<file path="src/hw/rtl/rtch_pkg.sv">
// ----------------------------------------------------------------------------
// rtch_pkg
// Types, widths, register map and the multiply-accumulate microcode table
// shared by the closest-hit ray/triangle unit.
// ----------------------------------------------------------------------------
package rtch_pkg;

  // field widths
  localparam int TRIANGLE_ID_BITS = 16;
  localparam int INSTANCE_ID_BITS = 8;
  localparam int COORD_W = 32;
  localparam int DIST_W  = 31;
  localparam int BARY_W  = 17;

  // datapath widths
  localparam int E_W    = 33;               // edge and offset vectors
  localparam int P_W    = 36;               // (D x E2) >> 30
  localparam int Q_W    = 51;               // (F x E1) >> 16
  localparam int QSPLIT = 25;               // q split point for the multiplier
  localparam int MUL_W  = 36;               // multiplier operand width
  localparam int PROD_W = 2 * MUL_W;
  localparam int ACC_W  = 88;               // accumulator
  localparam int DET_W  = 72;               // det and nu
  localparam int CMP_W  = 104;              // accept checks
  localparam int DIV_W  = 104;              // divider remainder
  localparam int QUO_W  = 32;
  localparam int ITER_W = 6;

  // register map
  localparam int ADDR_W = 5;
  localparam logic [2:0] REG_ORIGIN_X = 3'd0;
  localparam logic [2:0] REG_ORIGIN_Y = 3'd1;
  localparam logic [2:0] REG_ORIGIN_Z = 3'd2;
  localparam logic [2:0] REG_DIR_X    = 3'd3;
  localparam logic [2:0] REG_DIR_Y    = 3'd4;
  localparam logic [2:0] REG_DIR_Z    = 3'd5;

  localparam logic [4:0] MC_LAST = 5'd29;

  typedef struct packed {
    logic signed [COORD_W-1:0] vertex_a_x;
    logic signed [COORD_W-1:0] vertex_a_y;
    logic signed [COORD_W-1:0] vertex_a_z;
    logic signed [COORD_W-1:0] vertex_b_x;
    logic signed [COORD_W-1:0] vertex_b_y;
    logic signed [COORD_W-1:0] vertex_b_z;
    logic signed [COORD_W-1:0] vertex_c_x;
    logic signed [COORD_W-1:0] vertex_c_y;
    logic signed [COORD_W-1:0] vertex_c_z;
    logic [TRIANGLE_ID_BITS-1:0] triangle_id;
    logic [INSTANCE_ID_BITS-1:0] instance_id;
    logic                        last_triangle;
  } rtch_in_t;

  typedef struct packed {
    logic                        hit;
    logic [INSTANCE_ID_BITS-1:0] hit_instance;
    logic [TRIANGLE_ID_BITS-1:0] hit_triangle;
    logic [DIST_W-1:0]           distance;
    logic [BARY_W-1:0]           bary_w;
    logic [BARY_W-1:0]           bary_u;
    logic [BARY_W-1:0]           bary_v;
  } rtch_out_t;

  // accumulate control for the shared multiplier
  typedef struct packed {
    logic sub;
    logic sh;
    logic first;
  } rtch_mac_ctl_t;

  typedef enum logic [1:0] {OA_D, OA_E1, OA_E2, OA_F} oa_vec_t;
  typedef enum logic [2:0] {OB_E1, OB_E2, OB_P, OB_QLO, OB_QHI} ob_vec_t;
  typedef enum logic [2:0] {DST_NONE, DST_P, DST_Q, DST_DET, DST_NU, DST_NV, DST_NT} dst_t;

  typedef struct packed {
    oa_vec_t    a_vec;
    logic [1:0] a_idx;
    ob_vec_t    b_vec;
    logic [1:0] b_idx;
    logic       sub;
    logic       sh;
    logic       first;
    dst_t       dst;
    logic [1:0] d_idx;
  } mc_t;

  function automatic mc_t mc_make(oa_vec_t av, logic [1:0] ai, ob_vec_t bv, logic [1:0] bi,
                                  logic sub, logic sh, logic first, dst_t dst,
                                  logic [1:0] di);
    mc_t m;
    m.a_vec = av;
    m.a_idx = ai;
    m.b_vec = bv;
    m.b_idx = bi;
    m.sub   = sub;
    m.sh    = sh;
    m.first = first;
    m.dst   = dst;
    m.d_idx = di;
    return m;
  endfunction

  // one multiply-accumulate per step
  function automatic mc_t mc_entry(logic [4:0] s);
    mc_t m;
    unique case (s)
      // P = (D x E2) >> 30
      5'd0:  m = mc_make(OA_D, 2'd1, OB_E2, 2'd2, 1'b0, 1'b0, 1'b1, DST_NONE, 2'd0);
      5'd1:  m = mc_make(OA_D, 2'd2, OB_E2, 2'd1, 1'b1, 1'b0, 1'b0, DST_P, 2'd0);
      5'd2:  m = mc_make(OA_D, 2'd2, OB_E2, 2'd0, 1'b0, 1'b0, 1'b1, DST_NONE, 2'd0);
      5'd3:  m = mc_make(OA_D, 2'd0, OB_E2, 2'd2, 1'b1, 1'b0, 1'b0, DST_P, 2'd1);
      5'd4:  m = mc_make(OA_D, 2'd0, OB_E2, 2'd1, 1'b0, 1'b0, 1'b1, DST_NONE, 2'd0);
      5'd5:  m = mc_make(OA_D, 2'd1, OB_E2, 2'd0, 1'b1, 1'b0, 1'b0, DST_P, 2'd2);
      // det = E1 . P
      5'd6:  m = mc_make(OA_E1, 2'd0, OB_P, 2'd0, 1'b0, 1'b0, 1'b1, DST_NONE, 2'd0);
      5'd7:  m = mc_make(OA_E1, 2'd1, OB_P, 2'd1, 1'b0, 1'b0, 1'b0, DST_NONE, 2'd0);
      5'd8:  m = mc_make(OA_E1, 2'd2, OB_P, 2'd2, 1'b0, 1'b0, 1'b0, DST_DET, 2'd0);
      // nu = F . P
      5'd9:  m = mc_make(OA_F, 2'd0, OB_P, 2'd0, 1'b0, 1'b0, 1'b1, DST_NONE, 2'd0);
      5'd10: m = mc_make(OA_F, 2'd1, OB_P, 2'd1, 1'b0, 1'b0, 1'b0, DST_NONE, 2'd0);
      5'd11: m = mc_make(OA_F, 2'd2, OB_P, 2'd2, 1'b0, 1'b0, 1'b0, DST_NU, 2'd0);
      // Q = (F x E1) >> 16
      5'd12: m = mc_make(OA_F, 2'd1, OB_E1, 2'd2, 1'b0, 1'b0, 1'b1, DST_NONE, 2'd0);
      5'd13: m = mc_make(OA_F, 2'd2, OB_E1, 2'd1, 1'b1, 1'b0, 1'b0, DST_Q, 2'd0);
      5'd14: m = mc_make(OA_F, 2'd2, OB_E1, 2'd0, 1'b0, 1'b0, 1'b1, DST_NONE, 2'd0);
      5'd15: m = mc_make(OA_F, 2'd0, OB_E1, 2'd2, 1'b1, 1'b0, 1'b0, DST_Q, 2'd1);
      5'd16: m = mc_make(OA_F, 2'd0, OB_E1, 2'd1, 1'b0, 1'b0, 1'b1, DST_NONE, 2'd0);
      5'd17: m = mc_make(OA_F, 2'd1, OB_E1, 2'd0, 1'b1, 1'b0, 1'b0, DST_Q, 2'd2);
      // nv = D . Q, each q in two halves
      5'd18: m = mc_make(OA_D, 2'd0, OB_QLO, 2'd0, 1'b0, 1'b0, 1'b1, DST_NONE, 2'd0);
      5'd19: m = mc_make(OA_D, 2'd0, OB_QHI, 2'd0, 1'b0, 1'b1, 1'b0, DST_NONE, 2'd0);
      5'd20: m = mc_make(OA_D, 2'd1, OB_QLO, 2'd1, 1'b0, 1'b0, 1'b0, DST_NONE, 2'd0);
      5'd21: m = mc_make(OA_D, 2'd1, OB_QHI, 2'd1, 1'b0, 1'b1, 1'b0, DST_NONE, 2'd0);
      5'd22: m = mc_make(OA_D, 2'd2, OB_QLO, 2'd2, 1'b0, 1'b0, 1'b0, DST_NONE, 2'd0);
      5'd23: m = mc_make(OA_D, 2'd2, OB_QHI, 2'd2, 1'b0, 1'b1, 1'b0, DST_NV, 2'd0);
      // nt = E2 . Q
      5'd24: m = mc_make(OA_E2, 2'd0, OB_QLO, 2'd0, 1'b0, 1'b0, 1'b1, DST_NONE, 2'd0);
      5'd25: m = mc_make(OA_E2, 2'd0, OB_QHI, 2'd0, 1'b0, 1'b1, 1'b0, DST_NONE, 2'd0);
      5'd26: m = mc_make(OA_E2, 2'd1, OB_QLO, 2'd1, 1'b0, 1'b0, 1'b0, DST_NONE, 2'd0);
      5'd27: m = mc_make(OA_E2, 2'd1, OB_QHI, 2'd1, 1'b0, 1'b1, 1'b0, DST_NONE, 2'd0);
      5'd28: m = mc_make(OA_E2, 2'd2, OB_QLO, 2'd2, 1'b0, 1'b0, 1'b0, DST_NONE, 2'd0);
      5'd29: m = mc_make(OA_E2, 2'd2, OB_QHI, 2'd2, 1'b0, 1'b1, 1'b0, DST_NT, 2'd0);
      default: m = mc_make(OA_D, 2'd0, OB_E1, 2'd0, 1'b0, 1'b0, 1'b1, DST_NONE, 2'd0);
    endcase
    return m;
  endfunction

endpackage

</file>
<file path="src/hw/rtl/rtch_mac.sv">
// ----------------------------------------------------------------------------
// rtch_mac
// Shared signed multiplier with a registered product and a wide accumulator.
// ----------------------------------------------------------------------------
module rtch_mac
  import rtch_pkg::*;
(
  input  logic                     clk,
  input  logic                     mul_en,
  input  logic                     acc_en,
  input  logic signed [MUL_W-1:0]  op_a,
  input  logic signed [MUL_W-1:0]  op_b,
  input  rtch_mac_ctl_t            ctl,
  output logic signed [ACC_W-1:0]  sum
);

  logic signed [PROD_W-1:0] prod_r;
  rtch_mac_ctl_t            ctl_r;
  logic signed [ACC_W-1:0]  acc_r;
  logic signed [ACC_W-1:0]  term;
  logic signed [ACC_W-1:0]  base;

  // product stage
  always_ff @(posedge clk) begin
    if (mul_en) begin
      prod_r <= op_a * op_b;
      ctl_r  <= ctl;
    end
  end

  // shifted add or subtract into the accumulator
  always_comb begin
    term = ACC_W'(prod_r);
    if (ctl_r.sh) begin
      term = term <<< QSPLIT;
    end
    base = ctl_r.first ? '0 : acc_r;
    sum  = ctl_r.sub ? (base - term) : (base + term);
  end

  always_ff @(posedge clk) begin
    if (acc_en) begin
      acc_r <= sum;
    end
  end

endmodule

</file>
<file path="config.mk">
export PLATFORM = sky130hd
export DESIGN_NAME = rtch_mac
export DESIGN_NICKNAME = d
export VERILOG_FILES = /design/src/hw/rtl/rtch_pkg.sv /design/src/hw/rtl/rtch_mac.sv
export SDC_FILE = /design/constraint.sdc
export NUM_CORES = 2
export LEC_CHECK = 0
export BUFFER_PORTS_ARGS = -buffer_cell sky130_fd_sc_hd__buf_2
export CORE_MARGIN = 3
export CORE_UTILIZATION = 60
export CTS_CLUSTER_DIAMETER = 100
export CTS_CLUSTER_SIZE = 24
export DETAILED_ROUTE_END_ITERATION = 12
export PLACE_DENSITY = 0.84
export SYNTH_ARGS = -nofsm -noshare
export SYNTH_HDL_FRONTEND = slang
export SYNTH_SLANG_ARGS = --single-unit
</file>
<file path="constraint.sdc">
create_clock -name clk -period 14 [get_ports clk]
set_input_delay 2.1 -clock clk [delete_from_list [all_inputs] [get_ports clk]]
set_output_delay 2.1 -clock clk [all_outputs]
set_load 0.05 [all_outputs]
</file>
; Yosys cells after proc, flatten, opt, wreduce, memory -nomap -nowiden
; Cells that the tools add are included.
[word_totals]
regBits = 163
in_bits = 78
elab_cells = 11
[classes]
add_sub_neg = 2
multipliers = 1
mux = 3
[op_table]
columns = cell, count
row1 = $mux 88, 3
row2 = $add 88x88->88, 1
row3 = $sub 88x88->88, 1
row4 = $mul 36x36->72, 1

; Longest topological paths before layout
[depth]
word_depth = 3
ltp_mapped = 31
ltp_nobuf = 29

; Least setup slack after synthesis
; No wires, ideal clock.
[synth_timing]
path_kind = input -> register
startpoint = in op_a[35]
endpoint = reg prod_r[69], data pin
setup_time_ns = 0.255
t_arrival_ns = 9.559
path_slack_ns = 4.186
cell_stages = 27
path_buffers = 3
cell_sequence = clkbuf_1 > clkbuf_1 > nand2_1 > inv_1 > fa_1 > inv_1 > fa_1 > inv_1 > fa_1 > inv_1 > fa_1 > inv_1 > fa_1 > fa_1 > fa_1 > fa_1 > ha_1 > clkbuf_1 > a21o_1 > a21oi_1 > o21ai_0 > a21o_1 > a21oi_1 > o21ai_0 > nor4_1 > mux2i_1 > and3_1
[synth_between]
elab_chain_cells = 1
[synth_lines]
columns = item, line
row1 = start: declaration, rtch_mac.sv:11  ; input logic signed [MUL_W-1:0] op_a,
row2 = $mul 36x36->72, rtch_mac.sv:26  ; prod_r <= op_a * op_b;
row3 = end signal: assignment, rtch_mac.sv:26
row4 = end: declaration, rtch_mac.sv:17  ; logic signed [PROD_W-1:0] prod_r;
; No other way between the ends.
; A chain may end at the register's enable or synchronous reset.

; Final worst setup path
[layout_timing]
startpoint = in op_a[15]
endpoint = reg prod_r[57], data pin
; The elaborated chain is that of the path after synthesis.

==> flow_metrics.tcl <==
set metrics [dict create \
    ys_ff_latch 163 \
    initial_core_util 0.610 \
    clock_path_buffers 2 \
    worstPathRequired_ns 14.20 \
    crit_slowest_cell "buf_2" \
    grt_use_total 0.344 \
    ys_seq_area_frac 0.0823 \
    fin_nets 8128 \
    cts-resized-gates 0 \
    hp-class "reg2reg" \
    vias_per_cell 5.97 \
    grt_first_pass_wirelength_mm 273 \
    worst_slew_pin_slew_ns 1.11 \
    grt_pass1_vias 48717 \
    synth.distinct_cells 84 \
    root_buffer "clkbuf_16" \
    clock_latency_ns 0.47 \
    place_congestion 0.999 \
    syn_area_per_cell_um2 9.14 \
    cts_setup_buffers 0 \
    cp_max_fo 36 \
    drive_gt1_frac 0.0428 \
    path_delay_family "adder cells" \
    synth-edff-count 163 \
    max_freq_mhz 94.4 \
    synth_area_um2 59500 \
    ys_async_sr_fraction 0 \
    post-route-period-util 0.757 \
    drt_iter0_drc 4803 \
    drt_wl_total_mm 173 \
    drc 0 \
    cts_tree "yes" \
    setup_violations 0 \
    fin_crit_ns 10.60 \
    worstSetupPathType "in2reg" \
    syn_to_final_growth_pct 3.35 \
    relSlewSlack 0.259 \
    finClkSkew_ns 0.0115 \
    clock_sinks 163 \
    drtAntennaViolNets 0 \
    io_buffers 165 \
    dp_hpwl_mm 135 \
    dr.pass1.iters 8 \
    ys.flop_type "edfxtp_1" \
    final_hold_viol_count 0 \
    synth_fp_nets 8270 \
    final_common_cell "fa_1" \
    cp-start-kind "input port" \
    die_w_um 321 \
    antenna_found_initial 6 \
    rows 114 \
    cp_common_cell "fa_1" \
    critical_path.max_stage_delay_ns 0.68 \
    final_cell_mix "1380 x fa_1, 1354 x inv_1, 869 x nand2_1, 556 x and2_1, 307 x ha_1" \
    rsz0062_at_grt "no" \
    via_count 45666 \
    tns_ns 0 \
    yosys_warnings 0 \
    cts_buffers 17 \
    grt_max_degree 86 \
    synthCells 6505 \
    fill_cells 7832 \
    die-area_um2 103000 \
    cp_data_arrival_time_ns 10.80 \
    status "complete, no violations" \
    holdBufCountCts 0 \
    dieHeight_um 321 \
    io_pins 166 \
    grt_overflow_total 0 \
    coreArea_um2 97400 \
    wl_per_cell_um 22.6 \
    slew_viol_final 0 \
    crit_path_end_kind "flip-flop" \
    cts_htree_levels 4 \
    path_clk_slew_ns 0.06 \
    path_buf_inv 6 \
    drv_cap 0 \
]
through the flow:
step                      std cells  cell area [µm²]  hold slack, ns  utilization  worst slack (ns)
after floorplan                6505            59500           0.977            -              4.19
after global placement         7620            60800           0.805        0.624              3.34
after detailed placement       7620            60800           0.817        0.624              3.15
after CTS                      7652            61500           0.846        0.631              3.61
after global routing           7653            61500           0.915        0.631              3.08
final                          7654            61500           0.836        0.631              3.40
worst min-delay path: cells and delay by family, from the launching register on:
kind | cells | cell delay [ns]
adders and majority gates | 1 | 0.21
and+or+nand+nor | 1 | 0.19
DFF | 1 | 0.32
registers in the layout (all words and copies together) (netlist names):
signal	count
prod_r	72
ctl_r	3
acc_r	88
per-layer routing:
metal,GRT usage,wire [µm]
met1,0.457,65500
met2,0.530,76400
met3,0.120,23700
met4,0.119,7230
met5,0,10
logic make-up (layout without fill, tap and decap cells):
kind of cell | after synthesis | in the layout | share of synthesized area
compound gates | 660 | 660 | 0.0699
xor+xnor | 236 | 236 | 0.0348
fa+ha+maj | 1687 | 1687 | 0.529
buf+inv | 1715 | 1586 | 0.108
flops | 163 | 163 | 0.0823
mux | 42 | 42 | 0.00718
other cells | 0 | 2 | 0
simple gates | 2002 | 2002 | 0.168
final timing paths:
check             depth (start not counted)  slack [ns]     start         end
setup / recovery                         26        3.40  op_a[15]  prod_r[57]
hold / removal                            2        0.84  acc_r[1]    acc_r[1]
setup reg to reg                         22        6.54  ctl_r[1]   acc_r[70]
hold reg to reg                           2        0.84  acc_r[1]    acc_r[1]
cell type report:
type | instances | area, µm² | share of cell area
Sequential cell | 163 | 4890 | 0.0796
Clock inverter | 15 | 240 | 0.00391
Inverter | 1354 | 5080 | 0.0827
Timing Repair Buffer | 200 | 1090 | 0.0178
Antenna cell | 2 | 5.00 | 0.0000814
Clock buffer | 17 | 425 | 0.00692
Multi-Input combinational cell | 4627 | 48100 | 0.783
Tap cell | 1276 | 1600 | 0.0260
cell usage after synthesis (9+ instances only):
master     instances  area (µm²)
fa_1            1380       27600
inv_1           1354        5080
nand2_1          869        3260
and2_1           556        3480
clkbuf_1         342        1280
ha_1             307        3840
a21oi_1          223        1120
edfxtp_1         163        4890
nor2_1           142         533
nor2b_1          133         832
xnor2_1          123        1080
o21ai_0          116         581
xor2_1           113         990
a21o_1            80         601
nor3_1            62         310
nand3_1           46         230
a31oi_1           43         269
nand2b_1          39         244
mux2i_1           37         370
nand4_1           31         194
o21bai_1          29         218
a211oi_1          26         195
or3_1             25         156
o31ai_1           24         180
and3_1            21         131
o211ai_1          20         150
o21a_1            17         128
nor4_1            15        93.8
or2_2             15        93.8
buf_1             12        45.0
and4_1             9        78.8
nor3b_1            9        67.6
o2111ai_1          9        78.8
Power is not shown: default switching activity piles up to over one toggle a cycle in this logic, so the estimate is an artifact.
