<file path="config.mk">
export PLATFORM = sky130hd
export DESIGN_NAME = rtch_div
export DESIGN_NICKNAME = d
export VERILOG_FILES = /design/src/hw/rtl/rtch_pkg.sv /design/src/hw/rtl/rtch_div.sv
export SDC_FILE = /design/constraint.sdc
export NUM_CORES = 1
export LEC_CHECK = 0
export ABC_AREA = 1
export BUFFER_PORTS_ARGS = -buffer_cell sky130_fd_sc_hd__buf_2
export CORE_MARGIN = 4
export CORE_UTILIZATION = 43
export CTS_CLUSTER_DIAMETER = 150
export CTS_CLUSTER_SIZE = 40
export DETAILED_ROUTE_END_ITERATION = 7
export HOLD_SLACK_MARGIN = 0.08
export SYNTH_ARGS = -nofsm -noshare
export SYNTH_HDL_FRONTEND = slang
export SYNTH_SLANG_ARGS = --single-unit
</file>
<file path="constraint.sdc">
create_clock -name clk -period 16.35 [get_ports clk]
set_input_delay 3.27 -clock clk [delete_from_list [all_inputs] [get_ports clk]]
set_output_delay 3.27 -clock clk [all_outputs]
set_load 0.01 [all_outputs]
</file>
<file path="src/hw/rtl/rtch_pkg.sv">
// ----------------------------------------------------------------------------
// rtch_pkg
// Types, widths, register map and the multiply-accumulate microcode table
// shared by the closest-hit ray/triangle unit.
// ----------------------------------------------------------------------------
package rtch_pkg;

  // field widths
  localparam int TRIANGLE_ID_BITS = 16;
  localparam int INSTANCE_ID_BITS = 8;
  localparam int COORD_W = 32;
  localparam int DIST_W  = 31;
  localparam int BARY_W  = 17;

  // datapath widths
  localparam int E_W    = 33;               // edge and offset vectors
  localparam int P_W    = 36;               // (D x E2) >> 30
  localparam int Q_W    = 51;               // (F x E1) >> 16
  localparam int QSPLIT = 25;               // q split point for the multiplier
  localparam int MUL_W  = 36;               // multiplier operand width
  localparam int PROD_W = 2 * MUL_W;
  localparam int ACC_W  = 88;               // accumulator
  localparam int DET_W  = 72;               // det and nu
  localparam int CMP_W  = 104;              // accept checks
  localparam int DIV_W  = 104;              // divider remainder
  localparam int QUO_W  = 32;
  localparam int ITER_W = 6;

  // register map
  localparam int ADDR_W = 5;
  localparam logic [2:0] REG_ORIGIN_X = 3'd0;
  localparam logic [2:0] REG_ORIGIN_Y = 3'd1;
  localparam logic [2:0] REG_ORIGIN_Z = 3'd2;
  localparam logic [2:0] REG_DIR_X    = 3'd3;
  localparam logic [2:0] REG_DIR_Y    = 3'd4;
  localparam logic [2:0] REG_DIR_Z    = 3'd5;

  localparam logic [4:0] MC_LAST = 5'd29;

  typedef struct packed {
    logic signed [COORD_W-1:0] vertex_a_x;
    logic signed [COORD_W-1:0] vertex_a_y;
    logic signed [COORD_W-1:0] vertex_a_z;
    logic signed [COORD_W-1:0] vertex_b_x;
    logic signed [COORD_W-1:0] vertex_b_y;
    logic signed [COORD_W-1:0] vertex_b_z;
    logic signed [COORD_W-1:0] vertex_c_x;
    logic signed [COORD_W-1:0] vertex_c_y;
    logic signed [COORD_W-1:0] vertex_c_z;
    logic [TRIANGLE_ID_BITS-1:0] triangle_id;
    logic [INSTANCE_ID_BITS-1:0] instance_id;
    logic                        last_triangle;
  } rtch_in_t;

  typedef struct packed {
    logic                        hit;
    logic [INSTANCE_ID_BITS-1:0] hit_instance;
    logic [TRIANGLE_ID_BITS-1:0] hit_triangle;
    logic [DIST_W-1:0]           distance;
    logic [BARY_W-1:0]           bary_w;
    logic [BARY_W-1:0]           bary_u;
    logic [BARY_W-1:0]           bary_v;
  } rtch_out_t;

  // accumulate control for the shared multiplier
  typedef struct packed {
    logic sub;
    logic sh;
    logic first;
  } rtch_mac_ctl_t;

  typedef enum logic [1:0] {OA_D, OA_E1, OA_E2, OA_F} oa_vec_t;
  typedef enum logic [2:0] {OB_E1, OB_E2, OB_P, OB_QLO, OB_QHI} ob_vec_t;
  typedef enum logic [2:0] {DST_NONE, DST_P, DST_Q, DST_DET, DST_NU, DST_NV, DST_NT} dst_t;

  typedef struct packed {
    oa_vec_t    a_vec;
    logic [1:0] a_idx;
    ob_vec_t    b_vec;
    logic [1:0] b_idx;
    logic       sub;
    logic       sh;
    logic       first;
    dst_t       dst;
    logic [1:0] d_idx;
  } mc_t;

  function automatic mc_t mc_make(oa_vec_t av, logic [1:0] ai, ob_vec_t bv, logic [1:0] bi,
                                  logic sub, logic sh, logic first, dst_t dst,
                                  logic [1:0] di);
    mc_t m;
    m.a_vec = av;
    m.a_idx = ai;
    m.b_vec = bv;
    m.b_idx = bi;
    m.sub   = sub;
    m.sh    = sh;
    m.first = first;
    m.dst   = dst;
    m.d_idx = di;
    return m;
  endfunction

  // one multiply-accumulate per step
  function automatic mc_t mc_entry(logic [4:0] s);
    mc_t m;
    unique case (s)
      // P = (D x E2) >> 30
      5'd0:  m = mc_make(OA_D, 2'd1, OB_E2, 2'd2, 1'b0, 1'b0, 1'b1, DST_NONE, 2'd0);
      5'd1:  m = mc_make(OA_D, 2'd2, OB_E2, 2'd1, 1'b1, 1'b0, 1'b0, DST_P, 2'd0);
      5'd2:  m = mc_make(OA_D, 2'd2, OB_E2, 2'd0, 1'b0, 1'b0, 1'b1, DST_NONE, 2'd0);
      5'd3:  m = mc_make(OA_D, 2'd0, OB_E2, 2'd2, 1'b1, 1'b0, 1'b0, DST_P, 2'd1);
      5'd4:  m = mc_make(OA_D, 2'd0, OB_E2, 2'd1, 1'b0, 1'b0, 1'b1, DST_NONE, 2'd0);
      5'd5:  m = mc_make(OA_D, 2'd1, OB_E2, 2'd0, 1'b1, 1'b0, 1'b0, DST_P, 2'd2);
      // det = E1 . P
      5'd6:  m = mc_make(OA_E1, 2'd0, OB_P, 2'd0, 1'b0, 1'b0, 1'b1, DST_NONE, 2'd0);
      5'd7:  m = mc_make(OA_E1, 2'd1, OB_P, 2'd1, 1'b0, 1'b0, 1'b0, DST_NONE, 2'd0);
      5'd8:  m = mc_make(OA_E1, 2'd2, OB_P, 2'd2, 1'b0, 1'b0, 1'b0, DST_DET, 2'd0);
      // nu = F . P
      5'd9:  m = mc_make(OA_F, 2'd0, OB_P, 2'd0, 1'b0, 1'b0, 1'b1, DST_NONE, 2'd0);
      5'd10: m = mc_make(OA_F, 2'd1, OB_P, 2'd1, 1'b0, 1'b0, 1'b0, DST_NONE, 2'd0);
      5'd11: m = mc_make(OA_F, 2'd2, OB_P, 2'd2, 1'b0, 1'b0, 1'b0, DST_NU, 2'd0);
      // Q = (F x E1) >> 16
      5'd12: m = mc_make(OA_F, 2'd1, OB_E1, 2'd2, 1'b0, 1'b0, 1'b1, DST_NONE, 2'd0);
      5'd13: m = mc_make(OA_F, 2'd2, OB_E1, 2'd1, 1'b1, 1'b0, 1'b0, DST_Q, 2'd0);
      5'd14: m = mc_make(OA_F, 2'd2, OB_E1, 2'd0, 1'b0, 1'b0, 1'b1, DST_NONE, 2'd0);
      5'd15: m = mc_make(OA_F, 2'd0, OB_E1, 2'd2, 1'b1, 1'b0, 1'b0, DST_Q, 2'd1);
      5'd16: m = mc_make(OA_F, 2'd0, OB_E1, 2'd1, 1'b0, 1'b0, 1'b1, DST_NONE, 2'd0);
      5'd17: m = mc_make(OA_F, 2'd1, OB_E1, 2'd0, 1'b1, 1'b0, 1'b0, DST_Q, 2'd2);
      // nv = D . Q, each q in two halves
      5'd18: m = mc_make(OA_D, 2'd0, OB_QLO, 2'd0, 1'b0, 1'b0, 1'b1, DST_NONE, 2'd0);
      5'd19: m = mc_make(OA_D, 2'd0, OB_QHI, 2'd0, 1'b0, 1'b1, 1'b0, DST_NONE, 2'd0);
      5'd20: m = mc_make(OA_D, 2'd1, OB_QLO, 2'd1, 1'b0, 1'b0, 1'b0, DST_NONE, 2'd0);
      5'd21: m = mc_make(OA_D, 2'd1, OB_QHI, 2'd1, 1'b0, 1'b1, 1'b0, DST_NONE, 2'd0);
      5'd22: m = mc_make(OA_D, 2'd2, OB_QLO, 2'd2, 1'b0, 1'b0, 1'b0, DST_NONE, 2'd0);
      5'd23: m = mc_make(OA_D, 2'd2, OB_QHI, 2'd2, 1'b0, 1'b1, 1'b0, DST_NV, 2'd0);
      // nt = E2 . Q
      5'd24: m = mc_make(OA_E2, 2'd0, OB_QLO, 2'd0, 1'b0, 1'b0, 1'b1, DST_NONE, 2'd0);
      5'd25: m = mc_make(OA_E2, 2'd0, OB_QHI, 2'd0, 1'b0, 1'b1, 1'b0, DST_NONE, 2'd0);
      5'd26: m = mc_make(OA_E2, 2'd1, OB_QLO, 2'd1, 1'b0, 1'b0, 1'b0, DST_NONE, 2'd0);
      5'd27: m = mc_make(OA_E2, 2'd1, OB_QHI, 2'd1, 1'b0, 1'b1, 1'b0, DST_NONE, 2'd0);
      5'd28: m = mc_make(OA_E2, 2'd2, OB_QLO, 2'd2, 1'b0, 1'b0, 1'b0, DST_NONE, 2'd0);
      5'd29: m = mc_make(OA_E2, 2'd2, OB_QHI, 2'd2, 1'b0, 1'b1, 1'b0, DST_NT, 2'd0);
      default: m = mc_make(OA_D, 2'd0, OB_E1, 2'd0, 1'b0, 1'b0, 1'b1, DST_NONE, 2'd0);
    endcase
    return m;
  endfunction

endpackage

</file>
<file path="src/hw/rtl/rtch_div.sv">
// ----------------------------------------------------------------------------
// rtch_div
// Radix-2 restoring divider, one quotient bit per cycle, with a
// pre-aligned divisor supplied by the caller.
// ----------------------------------------------------------------------------
module rtch_div
  import rtch_pkg::*;
(
  input  logic              clk,
  input  logic              rst_n,
  input  logic              start,
  input  logic [DIV_W-1:0]  num,
  input  logic [DIV_W-1:0]  den_sh,
  input  logic [ITER_W-1:0] iters,
  output logic              done,
  output logic [QUO_W-1:0]  quo
);

  logic [DIV_W-1:0]  rem_r;
  logic [DIV_W-1:0]  dsh_r;
  logic [QUO_W-1:0]  quo_r;
  logic [ITER_W-1:0] cnt_r;
  logic              busy_r;
  logic              done_r;
  logic              ge;

  assign ge   = (rem_r >= dsh_r);
  assign done = done_r;
  assign quo  = quo_r;

  // iterate: compare, subtract, shift divisor down
  always_ff @(posedge clk) begin
    if (!rst_n) begin
      busy_r <= 1'b0;
      done_r <= 1'b0;
    end else begin
      done_r <= 1'b0;
      if (start) begin
        rem_r  <= num;
        dsh_r  <= den_sh;
        cnt_r  <= iters;
        quo_r  <= '0;
        busy_r <= 1'b1;
      end else if (busy_r) begin
        if (ge) begin
          rem_r <= rem_r - dsh_r;
        end
        quo_r <= {quo_r[QUO_W-2:0], ge};
        dsh_r <= dsh_r >> 1;
        cnt_r <= cnt_r - ITER_W'(1);
        if (cnt_r == ITER_W'(1)) begin
          busy_r <= 1'b0;
          done_r <= 1'b1;
        end
      end
    end
  end

endmodule
</file>
==> Word-level counts from Yosys, hierarchy flattened <==
Index checks and enable logic that the tools add are counted.
W data, S select, Z words.
{ "op_classes": {"n_addsub": 2, "n_mux": 12, "eq_ne": 1, "order_cmp": 1, "n_reduce_logical": 5, "bitwise_logic": 2} }
{ "ops": {"columns": ["cell", "count"], "rows": [
  ["$mux W104", 5],
  ["$ge A104 B104 Y1", 1],
  ["$sub A104 B104 Y104", 1],
  ["$mux W32", 1],
  ["$mux W6", 2],
  ["$eq A6 B1 Y1 const B", 1],
  ["$sub A6 B1 Y6 const B", 1],
  ["$mux W1", 4],
  ["$reduce_bool A2 Y1", 2],
  ["$reduce_and A3 Y1", 1],
  ["$reduce_or A3 Y1", 1],
  ["$not A1 Y1", 2],
  ["$reduce_and A2 Y1", 1]
]} }
{ "word_totals": {"output_inout_bits": 33, "reg_bits": 248, "inputBits": 217} }

==> Logic depth before layout (Yosys ltp) <==
{ "logic_depth": {"depth_word": 4, "ltp_mapped": 17, "depth_no_buf": 17} }

==> Worst setup path after synthesis <==
Ideal clock, no wire load.
{ "synth_path": {"path_kind": "input to register", "startpoint": "in start", "endpoint": "reg rem_r[0], enable pin", "t_arrival_ps": 13161, "setup_time_ps": 455, "setup_slack_ps": 2733, "cell_stages": 7, "cell_sequence": "buf_2 > buf_2 > inv_1 > clkbuf_1 > a21oi_1 > nand2_1 > inv_1"} }
{ "synth_via": {"elab_chain_len": 2, "word_cells_on_any_way": 3, "classes_between": "reduce/logical (3)"} }
{ "synth_rtl": {"columns": ["item", "line_no", "text"], "rows": [
  ["from (decl)", "rtch_div.sv:11", "input logic start,"],
  ["$reduce_bool A2 Y1 (no source line)", null, null],
  ["$reduce_and A3 Y1 (no source line) (*)", null, null],
  ["to (signal assigned)", "rtch_div.sv:39", "rem_r <= num;"],
  ["to (signal assigned)", "rtch_div.sv:46", "rem_r <= rem_r - dsh_r;"],
  ["to (decl)", "rtch_div.sv:19", "logic [DIV_W-1:0] rem_r;"]
]} }
Mark *: on every way between the ends. The rest lies on a longest branch, timed or not.
A chain may end at the register's enable or synchronous reset.

==> Worst setup path after layout <==
{ "layout_path": {"startpoint": "in start", "endpoint": "reg rem_r[50], enable pin"} }
Same word-level chain as after synthesis.

==> impl_metrics.sql <==
INSERT INTO impl_metrics (metric_group, metric, value, unit) VALUES
('timing', 'min_period_over_period', '0.371', ''),
('timing', 'tightest_slew', '0.937', 'ns'),
('clock_network', 'insertion_delay_to_the_later_sink_of_the_worst_skew_pair', '0.53', 'ns'),
('route', 'finalWirelength', '73200', 'µm'),
('floorplanning', 'die_width', '231', 'µm'),
('timing', 'setup_viol', '0', ''),
('route', 'via_per_inst', '4.77', ''),
('power_and_ir_drop', 'vdd_drop_max', '0.0848', 'mV'),
('floorplanning', 'die-height', '231', 'µm'),
('worst_setup_path', 'cp_max_stage_cell', 'buf_4', ''),
('timing', 'fmax', '0.165', 'GHz'),
('yosys', 'postSynthAreaPerCell', '6.36', 'µm²'),
('worst_setup_path', 'crit-reg2reg-launch', 'dsh_r[0]$_DFFE_PP_', ''),
('clock_network', 'postCtsSetupBuffers', '0', ''),
('final_layout', 'post_route_cells_drive_above_1_share', '0.115', ''),
('clock_network', 'clock-sinks', '248', ''),
('clock_network', 'cts-root-to-sink-buffers', '3', ''),
('global_routing', 'grt_antenna_before_repair', '0', ''),
('power_and_ir_drop', 'cellPowerDensity', '79.4', 'nW/µm²'),
('worst_setup_path', 'cpPeakStageDelay', '0.67', 'ns'),
('clock_network', 'cts.htree.levels', '1', ''),
('floorplanning', 'dieArea', '53400', 'µm²'),
('worst_setup_path', 'worstSetupPathType', 'primary input to flip-flop', ''),
('status', 'status', 'finished, final reports clean', ''),
('route', 'drt_pass1_iterations', '7', ''),
('global_routing', 'grt_overflow', '0', ''),
('route', 'detailedRoute.firstIterationViolations', '1669', ''),
('yosys', 'synth_cells', '3362', ''),
('final_layout', 'final_nets', '3902', ''),
('yosys', 'synth.area.top_cells', 'edfxtp_1, nand2_1, inv_1', ''),
('worst_hold_path', 'holdPathStages', '2', ''),
('timing', 'report.final.hold_viol_count', '0', ''),
('global_routing', 'grt_pass1_vias', '19100', ''),
('yosys', 'synth_largest_type_area_fraction', '0.345', ''),
('timing', 'setup_repair_after_global_routing_missed_its_margin', 'false', ''),
('worst_hold_path', 'min_from', 'busy_r$_SDFF_PN0_', ''),
('worst_setup_path', 'timing.critical_path.fanout_max', '104', ''),
('worst_setup_path', 'worst-r2r-cell-count', '16', ''),
('power_and_ir_drop', 'p_leak', '12.8', 'nW'),
('worst_setup_path', 'crit_path_cell_trace', 'buf_8, inv_2, buf_4, nand4_1, nand2_1, inv_4, buf_4', ''),
('final_layout', 'num-fill-cells', '5430', ''),
('timing', 'clock-skew-final', '0.0279', 'ns'),
('yosys', 'yosysWarnings', '0', ''),
('route', 'drcViolationCount', '0', ''),
('global_routing', 'maximum_number_of_pins_on_one_net_before_global_route_repair', '144', ''),
('worst_setup_path', 'cp_data_required_time', '16.50', 'ns'),
('timing', 'post-route-worst-setup-slack', '10.29', 'ns'),
('timing', 'setup_total_negative_slack', '0', 'ns'),
('floorplanning', 'fp.coreArea', '49100', 'µm²'),
('clock_network', 'holdBufCountCts', '0', ''),
('place', 'dpl_wire_length', '61400', 'µm'),
('floorplanning', 'pin_count', '250', ''),
('worst_setup_path', 'worst_setup_path_start_kind', 'primary input', ''),
('global_routing', 'grt_pass1_wl', '109000', 'µm'),
('final_layout', 'multi_input_combinational_cell_area', '11000', 'µm²'),
('worst_setup_path', 'critical_path.endpoint_type', 'flip-flop', ''),
('route', 'routedWlPerCell', '17.3', 'µm'),
('final_layout', 'flow.area_growth_from_synthesis', '10.7', '%'),
('place', 'finalWeightedCongestion', '1.02', ''),
('worst_setup_path', 'worst_path_most_repeated_cell', 'buf_4', ''),
('yosys', 'synthDominantAreaCellType', 'edfxtp_1', ''),
('global_routing', 'global_route.usage.total', '0.265', ''),
('worst_hold_path', 'min-delay-path-class', 'flip-flop to flip-flop', ''),
('final_layout', 'ff_latch_area', '7430', 'µm²'),
('route', 'vias', '20300', ''),
('yosys', 'netlist-cell-type-count', '35', ''),
('yosys', 'postSynthRegisterBits', '248', ''),
('worst_setup_path', 'arrival', '6.21', 'ns'),
('clock_network', 'clk_transition_reported_paths', '0.15', 'ns'),
('floorplanning', 'number_of_core_rows', '81', ''),
('place', 'port_buffers', '249', '');
==> per-layer routing <==
metal  up-vias  share of wire  track usage
li1      10600              -            -
met1      8930           0.47        0.382
met2       601           0.42        0.411
met3       106          0.072       0.0413
met4         0          0.037       0.0838
met5         -              0            0
==> layout make-up <==
cell class / count / area share
repair buffers: 255 / 0.0555
inverters: 752 / 0.119
clock inverters: 4 / 0.00174
multi-input cells: 2311 / 0.463
well taps: 664 / 0.0351
flip-flops and latches: 248 / 0.314
clock buffers: 12 / 0.0118
==> critical path, delay by kind of cell <==
kind / cells / cell delay (ns)
buffers and inverters: 5 / 2.59
and+or+nand+nor: 2 / 0.28
==> power breakdown <==
group	leakage, nW	switching, mW	internal [mW]
Clock	0.156	0.210	0.129
Combinational	10.3	0.524	0.233
Sequential	2.37	0.0150	0.769
Total	12.8	0.749	1.13
==> cell usage after synthesis <==
cell type / number
ha_1: 106
buf_1: 3
dfxtp_1: 2
or2_1: 1
or2_2: 17
nand2_1: 1346
nand3_1: 157
nand3b_2: 1
inv_2: 31
edfxtp_1: 246
and2_1: 13
nand3_2: 9
nand3b_1: 5
inv_1: 718
fa_1: 1
clkbuf_1: 43
nor3_2: 13
nand2_2: 19
a21oi_1: 86
xor2_1: 14
buf_2: 5
o21ai_1: 14
nor4_1: 3
nor3_1: 9
clkinv_1: 3
o21ai_2: 1
o21ai_0: 145
nor2_4: 6
xnor2_1: 30
and3_1: 2
nor2_2: 44
nand4_1: 21
o21bai_1: 15
a21boi_0: 6
nor2_1: 227
==> path summary, 6_finish.rpt <==
check	slack, ns	endpoint
hold reg to reg	0.54	done$_SDFF_PP0_
hold / removal	0.54	done$_SDFF_PP0_
setup / recovery	10.29	rem_r[50]$_DFFE_PP_
setup reg to reg	12.16	rem_r[50]$_DFFE_PP_
==> metrics by stage <==
| step | power [mW] | cell area (µm²) | cells | hold WS (ns) |
|---|---|---|---|---|
| floorplan | 1.30 | 21400 | 3362 | 0.423 |
| global placement | 1.54 | 23400 | 4230 | 0.531 |
| detailed placement | 1.55 | 23400 | 4230 | 0.524 |
| CTS | 1.88 | 23700 | 4246 | 0.543 |
| global route | 2.00 | 23700 | 4246 | 0.553 |
| finish | 1.88 | 23700 | 4246 | 0.540 |
==> registers in the layout (all words and copies together), names as in the netlist <==
register / cells
dsh_r: 104
busy_r: 1
quo: 32
done: 1
rem_r: 104
cnt_r: 6
==> cell usage in the layout (no fill, tap or decap), types with 2 or more instances in the layout <==
cell / n
nand3_1: 157
dfxtp_1: 2
nand3_2: 9
inv_2: 32
clkbuf_16: 11
buf_2: 248
nand2_1: 1346
nand3b_1: 5
nor2_4: 6
o21ai_1: 14
edfxtp_1: 246
and3_1: 2
xor2_1: 14
o21ai_0: 145
buf_4: 5
nand4_1: 21
or2_2: 17
a21boi_0: 6
ha_1: 106
xnor2_1: 30
nor2_1: 227
and2_1: 13
clkinv_1: 4
nor3_2: 13
a21oi_1: 85
nor3_1: 9
o21bai_1: 15
nor4_1: 3
inv_1: 716
nand2_2: 19
nor2_2: 44
==> kinds of logic (layout without fill, tap and decap cells) <==
group / count (synthesis) / in the layout / synth area share
AO/OA/AOI/OAI: 267 / 267 / 0.0651
XOR/XNOR: 44 / 44 / 0.0180
adder cells (fa/ha/maj): 107 / 107 / 0.0629
buffers and inverters: 803 / 1023 / 0.141
flip-flops: 248 / 248 / 0.347
AND/OR/NAND/NOR: 1893 / 1893 / 0.366
Power figures use the tool's default switching activity.
